File: src/pgc_pkg.sv
// Package for the pixel gamma converter.
// Holds operation codes, curve selection codes and the configuration struct.
// No dependencies.
package pgc_pkg;

  // Fixed channel width of one color component.
  localparam int ChannelBits = 8;
  localparam logic [ChannelBits-1:0] MaxCode = 8'd255;

  // Configuration register indexes.
  localparam logic [1:0] REG_CURVE_MODE     = 2'd0;
  localparam logic [1:0] REG_POWER_EXPONENT = 2'd1;
  localparam logic [1:0] REG_SINGLE_CHANNEL = 2'd2;

  // Operation codes carried by an input word.
  localparam logic [1:0] OP_DECODE = 2'd0;
  localparam logic [1:0] OP_ENCODE = 2'd1;
  localparam logic [1:0] OP_PASS   = 2'd2;

  // Which comparison the search stages apply.
  typedef enum logic [1:0] {
    K_SRGB_DEC = 2'd0,
    K_SRGB_ENC = 2'd1,
    K_POW_DEC  = 2'd2,
    K_POW_ENC  = 2'd3
  } kind_t;

  // Curve configuration seen by every lane.
  typedef struct packed {
    logic        curve_mode;
    logic [15:0] power_exponent;
  } cfg_t;

endpackage

File: src/pgc_merge.sv
// Merge stage: optional gray average of the three lanes and the output register.
// Depends on pgc_pkg.
module pgc_merge (
  input  logic                             clk,
  input  logic                             rst_n,
  input  logic                             in_valid,
  input  logic                             single_channel,
  input  logic [pgc_pkg::ChannelBits-1:0]  in_red,
  input  logic [pgc_pkg::ChannelBits-1:0]  in_green,
  input  logic [pgc_pkg::ChannelBits-1:0]  in_blue,
  output logic                             out_valid,
  output logic [pgc_pkg::ChannelBits-1:0]  out_red,
  output logic [pgc_pkg::ChannelBits-1:0]  out_green,
  output logic [pgc_pkg::ChannelBits-1:0]  out_blue
);

  localparam int CB = pgc_pkg::ChannelBits;

  logic          valid_r;
  logic [CB-1:0] red_r;
  logic [CB-1:0] green_r;
  logic [CB-1:0] blue_r;
  logic [CB+1:0] sum;
  logic [2*CB+3:0] prod;
  logic [CB-1:0] avg;

  // Divide by three through a reciprocal multiply, exact for sums up to 765.
  always_comb begin
    sum  = (CB+2)'(in_red) + (CB+2)'(in_green) + (CB+2)'(in_blue);
    prod = (2*CB+4)'(sum) * (2*CB+4)'(683);
    avg  = CB'(prod >> 11);
  end

  always_ff @(posedge clk) begin
    if (!rst_n) begin
      valid_r <= 1'b0;
    end else begin
      valid_r <= in_valid;
    end
    red_r   <= single_channel ? avg : in_red;
    green_r <= single_channel ? avg : in_green;
    blue_r  <= single_channel ? avg : in_blue;
  end

  assign out_valid = valid_r;
  assign out_red   = red_r;
  assign out_green = green_r;
  assign out_blue  = blue_r;

endmodule

File: config.mk
export PLATFORM = sky130hd
export DESIGN_NAME = pgc_merge
export DESIGN_NICKNAME = d
export VERILOG_FILES = /design/src/pgc_pkg.sv /design/src/pgc_merge.sv
export SDC_FILE = /design/constraint.sdc
export NUM_CORES = 1
export LEC_CHECK = 0
export BUFFER_PORTS_ARGS = -buffer_cell sky130_fd_sc_hd__buf_4
export CAP_MARGIN = 20
export CORE_MARGIN = 10
export CORE_UTILIZATION = 25
export CTS_CLUSTER_SIZE = 30
export DETAILED_ROUTE_END_ITERATION = 8
export PLACE_DENSITY = 0.44
export SYNTH_ARGS = -nofsm -noshare
export SYNTH_HDL_FRONTEND = slang
export SYNTH_SLANG_ARGS = --single-unit
File: constraint.sdc
create_clock -name clk -period 16.26 [get_ports clk]
set_clock_uncertainty 0.15 [all_clocks]
set_input_delay 3.252 -clock clk [delete_from_list [all_inputs] [get_ports clk]]
set_output_delay 3.252 -clock clk [all_outputs]
set_load 0.03 [all_outputs]
Yosys cells after proc, flatten, opt, wreduce, memory -nomap -nowiden

Index checks and enable logic that the tools add are counted.

Register bits: 25
Logic and storage cells: 10

$add $sub $neg: 2
$mul: 1
Mux-type cells: 3

Operators by type and width:

| cell                   | number |
|---|---|
| $mux 8                 | 3 |
| $mul 10x10->19 const B | 1 |
| $add 9x8->10           | 1 |
| $add 8x8->9            | 1 |

Longest topological paths before layout

Gate-level depths: netlist of the first run.

Word-level depth: 4
Depth in mapped cells: 26
Depth with buffers taken out: 26

Worst setup path after synthesis of the first run

No wires, ideal clock.

Kind: input port to flip-flop
Start point: in in_red[1] (netlist bit)
End point: reg green_r[6] (netlist: out_green[6])
Arrival: 8720 ps
Data required time: 15983 ps
Setup slack: 7263 ps
Cell stages on the path: 25
Path buffers: 0
Cell sequence: inv_1 > fa_1 > inv_1 > ha_1 > fa_1 > a211o_1 > o211ai_1 > nand2b_1 > a21oi_1 > xnor2_2 > xnor2_1 > ha_1 > inv_1 > fa_1 > inv_1 > fa_1 > inv_1 > fa_1 > inv_1 > ha_1 > a211oi_1 > a21oi_1 > or4_1 > nand3_1 > o21ai_1

Longest elaborated chain between the ends: 4

RTL lines:

| item                 | RTL line        | source |
|---|---|---|
| start, declared      | pgc_merge.sv:8  | `input logic [pgc_pkg::ChannelBits-1:0] in_red,` |
| $add 8x8->9          | pgc_merge.sv:29 | `sum = (CB+2)'(in_red) + (CB+2)'(in_green) + (CB+2)'(in_blue);` |
| $add 9x8->10         | pgc_merge.sv:29 |  |
| $mul 10x10->19       | pgc_merge.sv:30 | `prod = (2*CB+4)'(sum) * (2*CB+4)'(683);` |
| $mux 8               | pgc_merge.sv:41 | `green_r <= single_channel ? avg : in_green;` |
| end signal, assigned | pgc_merge.sv:41 |  |
| end, declared        | pgc_merge.sv:21 | `logic [CB-1:0] green_r;` |

Every way passes these cells.
A chain may end at the register's enable or synchronous reset.

Worst setup path in the final report of the first run

Start point: in in_red[1] (netlist bit)
End point: reg blue_r[6] (netlist: out_blue[6])

Longest elaborated chain between the ends: 4

RTL lines:

| item                 | RTL line        | source |
|---|---|---|
| $add 8x8->9          | pgc_merge.sv:29 |  |
| $add 9x8->10         | pgc_merge.sv:29 |  |
| $mul 10x10->19       | pgc_merge.sv:30 |  |
| $mux 8               | pgc_merge.sv:42 | `blue_r <= single_channel ? avg : in_blue;` |
| end signal, assigned | pgc_merge.sv:42 |  |
| end, declared        | pgc_merge.sv:22 | `logic [CB-1:0] blue_r;` |

Every way passes these cells.

==> results.sh, run 1 <==
export IMPL_synth_avg_cell_area_um2=9.531
export IMPL_antenna_found_initial=0
export IMPL_ys_top_cells_by_area="ha_1 26%, fa_1 18%, dfxtp_1 16%"
export IMPL_gp_congestion=0.7756
export IMPL_initial_core_util_pct=25.60
export IMPL_met3_usage_pct=2.172
export IMPL_outcome="finished, final reports clean"
export IMPL_syn_area_mm2=0.003088
export IMPL_async_flop_share_pct=0
export IMPL_row_count=40
export IMPL_slew_violations=0
export IMPL_arrival_ps=9280
export IMPL_track_usage_pct=9.243
export IMPL_cts_path_max_buffers=2
export IMPL_drt_antenna_violating_nets=0
export IMPL_core_area_mm2=0.01206
export IMPL_ctsHoldBuffers=0
export IMPL_grt_pass1_wl_um=13340
export IMPL_area_growth_syn_to_layout_pct=21.60
export IMPL_hold_viol=0
export IMPL_synth_fp_nets=444
export IMPL_drc_errors=0
export IMPL_firstDrtPassIters=4
export IMPL_ios=53
export IMPL_worst_ep_required_time_ps=16250
export IMPL_synth_top_area_share_pct=25.93
export IMPL_relSlewSlack_pct=55.86
export IMPL_grtUsageMet1_pct=12.01
export IMPL_die_w_um=131.1
export IMPL_worstSetupStartpointType="input port"
export IMPL_fin_tns_setup_ps=0
export IMPL_io_buffers=52
export IMPL_netlist_cell_type_count=46
export IMPL_post_cts_buffers=0
export IMPL_drt_total_wl_um=7705
export IMPL_crit_type="input port to flip-flop"
export IMPL_cts_root_buf="clkbuf_16"
export IMPL_rsz0062_at_grt="no"
export IMPL_die_area_mm2=0.01720
export IMPL_final_common_cell="ha_1"
export IMPL_ys_seq_area_share_pct=16.21
export IMPL_fmax_ghz=0.1077
export IMPL_finalCritPeriodShare_pct=57.10
export IMPL_grt_max_degree=25
export IMPL_via_count=2346
export IMPL_min_path_type="input port to flip-flop"
export IMPL_grt_overflow=0
export IMPL_clkTransAtPathRegs_ps=60
export IMPL_setup_viol=0
export IMPL_max_cap_violations=0
export IMPL_globalRouteMet2Util_pct=15.60
export IMPL_wire_per_inst_um=14.14
export IMPL_synth_main_ff_cell="dfxtp_1"
export IMPL_drt_iter0_drc=106
export IMPL_fp_dieH_um=131.1
export IMPL_drive_gt1_share_pct=18.83
export IMPL_antenna_cells=0
export IMPL_min_period_ps=9284
export IMPL_tritoncts="built"
export IMPL_cts_sinks=25
export IMPL_syn_inst=324
export IMPL_worst_pin_slew_ps=657.4
export IMPL_h_tree_depth=1
export IMPL_grt_pass1_vias=2599
export IMPL_cts_buffers=3
export IMPL_synth_edf_count=0
export IMPL_final_nets=498
export IMPL_yosysTopAreaCell="ha_1"
export IMPL_yosysWarnings=0
export IMPL_ys_ff_latch=25
export IMPL_ctsResizeCount=0
export IMPL_dp_hpwl_um=7007
export IMPL_crit_path_max_fanout=7
export IMPL_via_per_inst=4.305
export IMPL_final_cell_mix="64 x ha_1, 59 x inv_1, 52 x buf_4"
export IMPL_crit_path_end_kind="flip-flop"
export IMPL_top_usage_layer="met2"
## cell type report
| cell class | instances | area [um^2] |
|---|---|---|
| Multi-Input combinational cell | 237 | 2354 |
| Clock buffer | 4 | 78.83 |
| Inverter | 59 | 221.5 |
| Timing Repair Buffer | 52 | 390.4 |
| Tap cell | 168 | 210.2 |
| Sequential cell | 25 | 500.5 |
| Fill cell | 1273 | 8307 |
## synthesized netlist by cell type (8+ instances only)
| library cell | number |
|---|---|
| nor2_1 | 11 |
| xnor2_1 | 14 |
| ha_1 | 64 |
| nand2_1 | 12 |
| a21oi_1 | 15 |
| a211o_1 | 8 |
| dfxtp_1 | 25 |
| a21o_1 | 10 |
| o21ai_0 | 11 |
| fa_1 | 28 |
| inv_1 | 59 |
## cell families (layout without fill, tap and decap cells)
| logic type | count (synthesis) | count (layout) | synth area share, % |
|---|---|---|---|
| simple gates | 45 | 45 | 7.577 |
| xor+xnor | 21 | 21 | 6.200 |
| mux | 7 | 7 | 2.512 |
| fa+ha+maj | 92 | 92 | 44.08 |
| flops | 25 | 25 | 16.21 |
| buf+inv | 62 | 115 | 7.577 |
| compound gates | 72 | 72 | 15.84 |
## path summary, 6_finish.rpt
path,start,to,slack (ps),depth (start not counted)
worst max-delay path,in_red[1],out_blue[6]$_DFF_P_,6980,26
worst min-delay path,in_valid,out_valid$_SDFF_PN0_,3050,2
## registers in the layout, summed over array words and instances (netlist names)
| register | flops |
|---|---|
| out_valid | 1 |
| out_blue | 8 |
| out_green | 8 |
| out_red | 8 |
## metal layers
layer  routed length [um]  part of all wire (%)  vias up
li1                     -                     -     1210
met1                 3699                    48     1096
met2                 3630                    47       36
met3                  342                   4.4        4
met4                   33                  0.43        0
met5                    0                     0        -
## critical path, stage by stage
cell and delay, ps:
buf_4 80, inv_1 50, fa_1 520, inv_1 40, ha_1 210, fa_1 420
a211o_1 280, o211ai_1 120, nand2b_1 80, a21oi_1 230, xnor2_2 240, xnor2_1 120
ha_1 300, inv_1 50, fa_1 530, inv_1 50, fa_1 510, inv_1 60
fa_1 500, inv_1 50, ha_1 330, a211oi_1 340, a21oi_1 150, or4_1 480
nand3_1 160, o21ai_1 90
## per-stage QoR
step                setup slack, ps  instance area [um^2]  utilization, %  std cells  hold WS (ps)
finish                         6976                  3755           31.13        545          3046
global route                   6528                  3755           31.13        545          3062
CTS                            6964                  3755           31.13        545          3044
detailed placement             6705                  3676           30.48        541          3308
global placement               6726                  3676           30.48        541          3308
floorplan                      7263                  3088               -        324          3215
Power of run 1 is not shown: default switching activity piles up to over one toggle a cycle in this logic, so the estimate is an artifact.
==> run 2: changes to the inputs <==
- PLACE_DENSITY: 0.44 -> 0.45
- clock period: 16.26 -> 7.7 ns (I/O delays scaled with it)
==> run 2 against run 1 <==
Against the previous run:
- sequential share of layout area decreased by 0.70 points
- final cell count increased by 4.2%
- flip-flop and latch count unchanged
- core utilization increased by 1.7 points
- via count increased by 3.5%
- non-clock buffer count increased by 23
==> results.sh, run 2 (synthesis results as in run 1) <==
export IMPL_cts_path_max_buffers=2
export IMPL_cts_buffers=3
export IMPL_crit_path_end_kind="flip-flop"
export IMPL_arrival_ps=7310
export IMPL_min_path_type="input port to flip-flop"
export IMPL_drt_total_wl_um=7904
export IMPL_drt_met1_wl_um=3860
export IMPL_drt_antenna_violating_nets=0
export IMPL_area_growth_syn_to_layout_pct=28.32
export IMPL_drc_errors=0
export IMPL_route_met3_wl_um=208
export IMPL_gp_congestion=0.8098
export IMPL_outcome="finished, final reports clean"
export IMPL_fmax_ghz=0.1368
export IMPL_worst_pin_slew_ps=617.6
export IMPL_grt_max_degree=25
export IMPL_track_usage_pct=9.119
export IMPL_cts_root_buf="clkbuf_16"
export IMPL_antenna_cells=0
export IMPL_initial_core_util_pct=25.60
export IMPL_crit_path_max_fanout=5
export IMPL_die_w_um=131.1
export IMPL_worstSetupStartpointType="input port"
export IMPL_min_period_ps=7311
export IMPL_hold_viol=0
export IMPL_worst_ep_required_time_ps=7690
export IMPL_cts_sinks=25
export IMPL_h_tree_depth=1
export IMPL_die_area_mm2=0.01720
export IMPL_setup_viol=0
export IMPL_fin_tns_setup_ps=0
export IMPL_top_layer="met4"
export IMPL_seqCellArea_um2=500.5
export IMPL_core_area_mm2=0.01206
export IMPL_relSlewSlack_pct=58.53
export IMPL_firstDrtPassIters=4
export IMPL_tritoncts="built"
export IMPL_grt_pass1_wl_um=13130
export IMPL_dr_wl_met2_um=3796
export IMPL_max_cap_violations=0
export IMPL_io_buffers=52
export IMPL_via_count=2428
export IMPL_grt_overflow=0
export IMPL_dp_hpwl_um=7141
export IMPL_wire_per_inst_um=13.92
export IMPL_ctsHoldBuffers=0
export IMPL_slew_violations=0
export IMPL_num_fill_cells=1254
export IMPL_via_per_inst=4.275
export IMPL_row_count=40
export IMPL_grt_pass1_vias=2560
export IMPL_rsz0062_at_grt="no"
export IMPL_drive_gt1_share_pct=25.25
export IMPL_clkTransAtPathRegs_ps=60
export IMPL_final_cell_mix="75 x buf_4, 63 x ha_1, 59 x inv_1"
export IMPL_final_nets=521
export IMPL_crit_type="input port to flip-flop"
export IMPL_finalCritPeriodShare_pct=94.95
export IMPL_multiInputGateArea_mm2=0.002385
export IMPL_antenna_found_initial=0
export IMPL_fp_dieH_um=131.1
export IMPL_ios=53
export IMPL_drt_iter0_drc=64
export IMPL_final_common_cell="buf_4"
## run 2: layer usage
| layer | up-vias | track usage (%) |
|---|---|---|
| li1 | 1253 | - |
| met3 | 3 | 1.791 |
| met2 | 31 | 15.74 |
| met5 | - | 0 |
| met4 | 0 | 1.125 |
| met1 | 1141 | 11.71 |
## run 2: layout make-up
| class | instances | share of cell area [%] |
|---|---|---|
| Tap cell | 168 | 5.305 |
| Clock buffer | 3 | 1.895 |
| Timing Repair Buffer | 75 | 14.21 |
| Inverter | 59 | 5.589 |
| Clock inverter | 1 | 0.1895 |
| Sequential cell | 25 | 12.63 |
| Multi-Input combinational cell | 237 | 60.18 |
## run 2: final timing paths
path	startpoint	to	slack, ps	cells past startpoint
max	in_red[1]	out_blue[1]$_DFF_P_	390	26
min	in_valid	out_valid$_SDFF_PN0_	1340	2
## run 2: stage by stage
stage / hold WS, ps / instance area, um^2 / setup slack, ps / utilization, % / cells
2_1_floorplan: 1503 / 3088 / 415.1 / - / 324
3_3_place_gp: 1594 / 3849 / -70.86 / 31.91 / 564
3_5_place_dp: 1597 / 3849 / -41.41 / 31.91 / 564
4_1_cts: 1328 / 3931 / 207.4 / 32.59 / 568
5_1_grt: 1341 / 3963 / 16.95 / 32.85 / 568
6_report: 1335 / 3963 / 389.2 / 32.85 / 568
## run 2: worst max-delay path: stages
cell and delay (ps):
buf_4 80, inv_1 40, fa_1 530, inv_1 40
ha_1 220, fa_1 410, a211o_1 270, o211ai_1 120
nand2b_1 100, a21oi_2 170, xnor2_2 190, ha_1 310
ha_1 310, inv_1 60, fa_1 540, inv_1 70
fa_1 460, ha_1 310, ha_1 320, buf_4 130
nand2_1 70, a211o_1 250, and2_2 200, xnor2_1 130
buf_4 150, mux2_2 260
## run 2: what timing repair did
action	CTS	global route
gates resized for setup	0	6
endpoints found under the setup margin	0	21
setup buffers	0	0
Power of run 2 is left out for the same reason.
==> run 3: changes to the inputs <==
- CORE_UTILIZATION: 25 -> 41
- PLACE_DENSITY: 0.45 -> 0.66
==> run 3 against run 2 <==
Against the previous run:
- cell area fell by 5.8%
- non-clock buffer count fell by 11
- core utilization rose by 18 points
- routed wire length fell by 8.3%
- setup slack got worse by 93 ps
- via count fell by 2.9%
- first-iteration DRC count rose by 13%
- die area fell by 34%
- flip-flop and latch count did not move
- maximum frequency fell by 1.3%
- global-route usage rose by 3.7 points
==> results.sh, run 3 (synthesis results as in run 1) <==
export IMPL_outcome="finished, final reports clean"
export IMPL_die_w_um=106.8
export IMPL_cts_buffers=3
export IMPL_holdWs_ps=1313
export IMPL_fp_dieH_um=106.8
export IMPL_rsz0062_at_grt="no"
export IMPL_hold_end="out_valid$_SDFF_PN0_"
export IMPL_track_usage_pct=12.85
export IMPL_firstDrtPassIters=5
export IMPL_dp_hpwl_um=6520
export IMPL_worst_pin_slew_ps=541.8
export IMPL_drt_antenna_violating_nets=0
export IMPL_grt_pass1_wl_um=12170
export IMPL_initial_core_util_pct=42.35
export IMPL_slew_violations=0
export IMPL_antenna_cells=0
export IMPL_grt_overflow=0
export IMPL_fmax_ghz=0.1351
export IMPL_final_cell_mix="64 x ha_1, 64 x buf_4, 59 x inv_1"
export IMPL_drt_total_wl_um=7249
export IMPL_final_nets=510
export IMPL_io_buffers=52
export IMPL_tritoncts="built"
export IMPL_h_tree_depth=1
export IMPL_top_usage_layer="met2"
export IMPL_grt_max_degree=25
export IMPL_ctsHoldBuffers=0
export IMPL_globalRouteMet2Util_pct=23.05
export IMPL_via_per_inst=4.830
export IMPL_antenna_found_initial=0
export IMPL_holdCritStartpoint="in_valid"
export IMPL_hold_viol=0
export IMPL_dpl_cell_count=484
export IMPL_drc_errors=0
export IMPL_utilization_pct=51.20
export IMPL_critPathTopFamily="adder cells"
export IMPL_ios=53
export IMPL_worst_path_buf_inv=7
export IMPL_grt_pass1_vias=2553
export IMPL_min_path_type="input port to flip-flop"
export IMPL_worst_ep_required_time_ps=7720
export IMPL_worstSetupStartpointType="input port"
export IMPL_cts_sinks=25
export IMPL_min_period_ps=7404
export IMPL_arrival_ps=7420
export IMPL_clkTransAtPathRegs_ps=90
export IMPL_drive_gt1_share_pct=21.85
export IMPL_fin_ws_ps=296.5
export IMPL_cts_path_max_buffers=2
export IMPL_gp_congestion=0.8614
export IMPL_cts_root_buf="clkbuf_8"
export IMPL_max_cap_violations=0
export IMPL_finalCritPeriodShare_pct=96.15
export IMPL_area_growth_syn_to_layout_pct=20.91
export IMPL_cp_slowest_cell="fa_1"
export IMPL_drt_iter0_drc=72
export IMPL_die_area_mm2=0.01140
export IMPL_pre_cts_ws_ps=-69.83
export IMPL_ctsResizeCount=0
export IMPL_via_count=2357
export IMPL_row_count=31
export IMPL_met3_usage_pct=2.695
export IMPL_crit_path_max_fanout=5
export IMPL_num_fill_cells=719
export IMPL_final_cells=488
export IMPL_relSlewSlack_pct=63.62
export IMPL_crit_path_max_incr_delay_ps=540
export IMPL_setup_viol=0
export IMPL_crit_type="input port to flip-flop"
export IMPL_hold_path_cell_count=2
export IMPL_crit_top_cell="inv_1"
export IMPL_core_area_mm2=0.007292
export IMPL_wire_per_inst_um=14.85
export IMPL_crit_path_end_kind="flip-flop"
export IMPL_post_cts_buffers=0
export IMPL_grtUsageMet1_pct=15.83
## run 3: through the flow
step                area [um^2]  TNS (ps)
CTS                        3729         0
finish                     3734         0
global placement           3680         0
global route               3734         0
floorplan                  3088         0
detailed placement         3680    -393.7
## run 3: final cells by class
type	instances	area [um^2]	area share (%)
Clock inverter	1	7.507	0.2011
Inverter	59	221.5	5.932
Clock buffer	3	41.29	1.106
Timing Repair Buffer	64	480.5	12.87
Multi-Input combinational cell	237	2359	63.17
Sequential cell	25	500.5	13.40
Tap cell	99	123.9	3.318
## run 3: worst max-delay path by stage
stage	start	end	slack, ps	depth (start not counted)
6_report	in_red[1]	out_red[6]$_DFF_P_	300	27
5_1_grt	in_red[1]	out_green[6]$_DFF_P_	7	24
4_1_cts	in_red[1]	out_red[6]$_DFF_P_	210	26
3_5_place_dp	in_red[1]	out_red[6]$_DFF_P_	-70	26
3_3_place_gp	in_red[1]	out_red[6]$_DFF_P_	20	26
2_1_floorplan	in_red[1]	out_green[6]$_DFF_P_	420	25
## run 3: metal layers
layer | share of wire, % | vias to the layer above
met5 | 0 | -
met4 | 0.54 | 0
met3 | 4.3 | 4
met2 | 49 | 37
met1 | 46 | 1087
li1 | - | 1229
Power of run 3 is left out for the same reason.
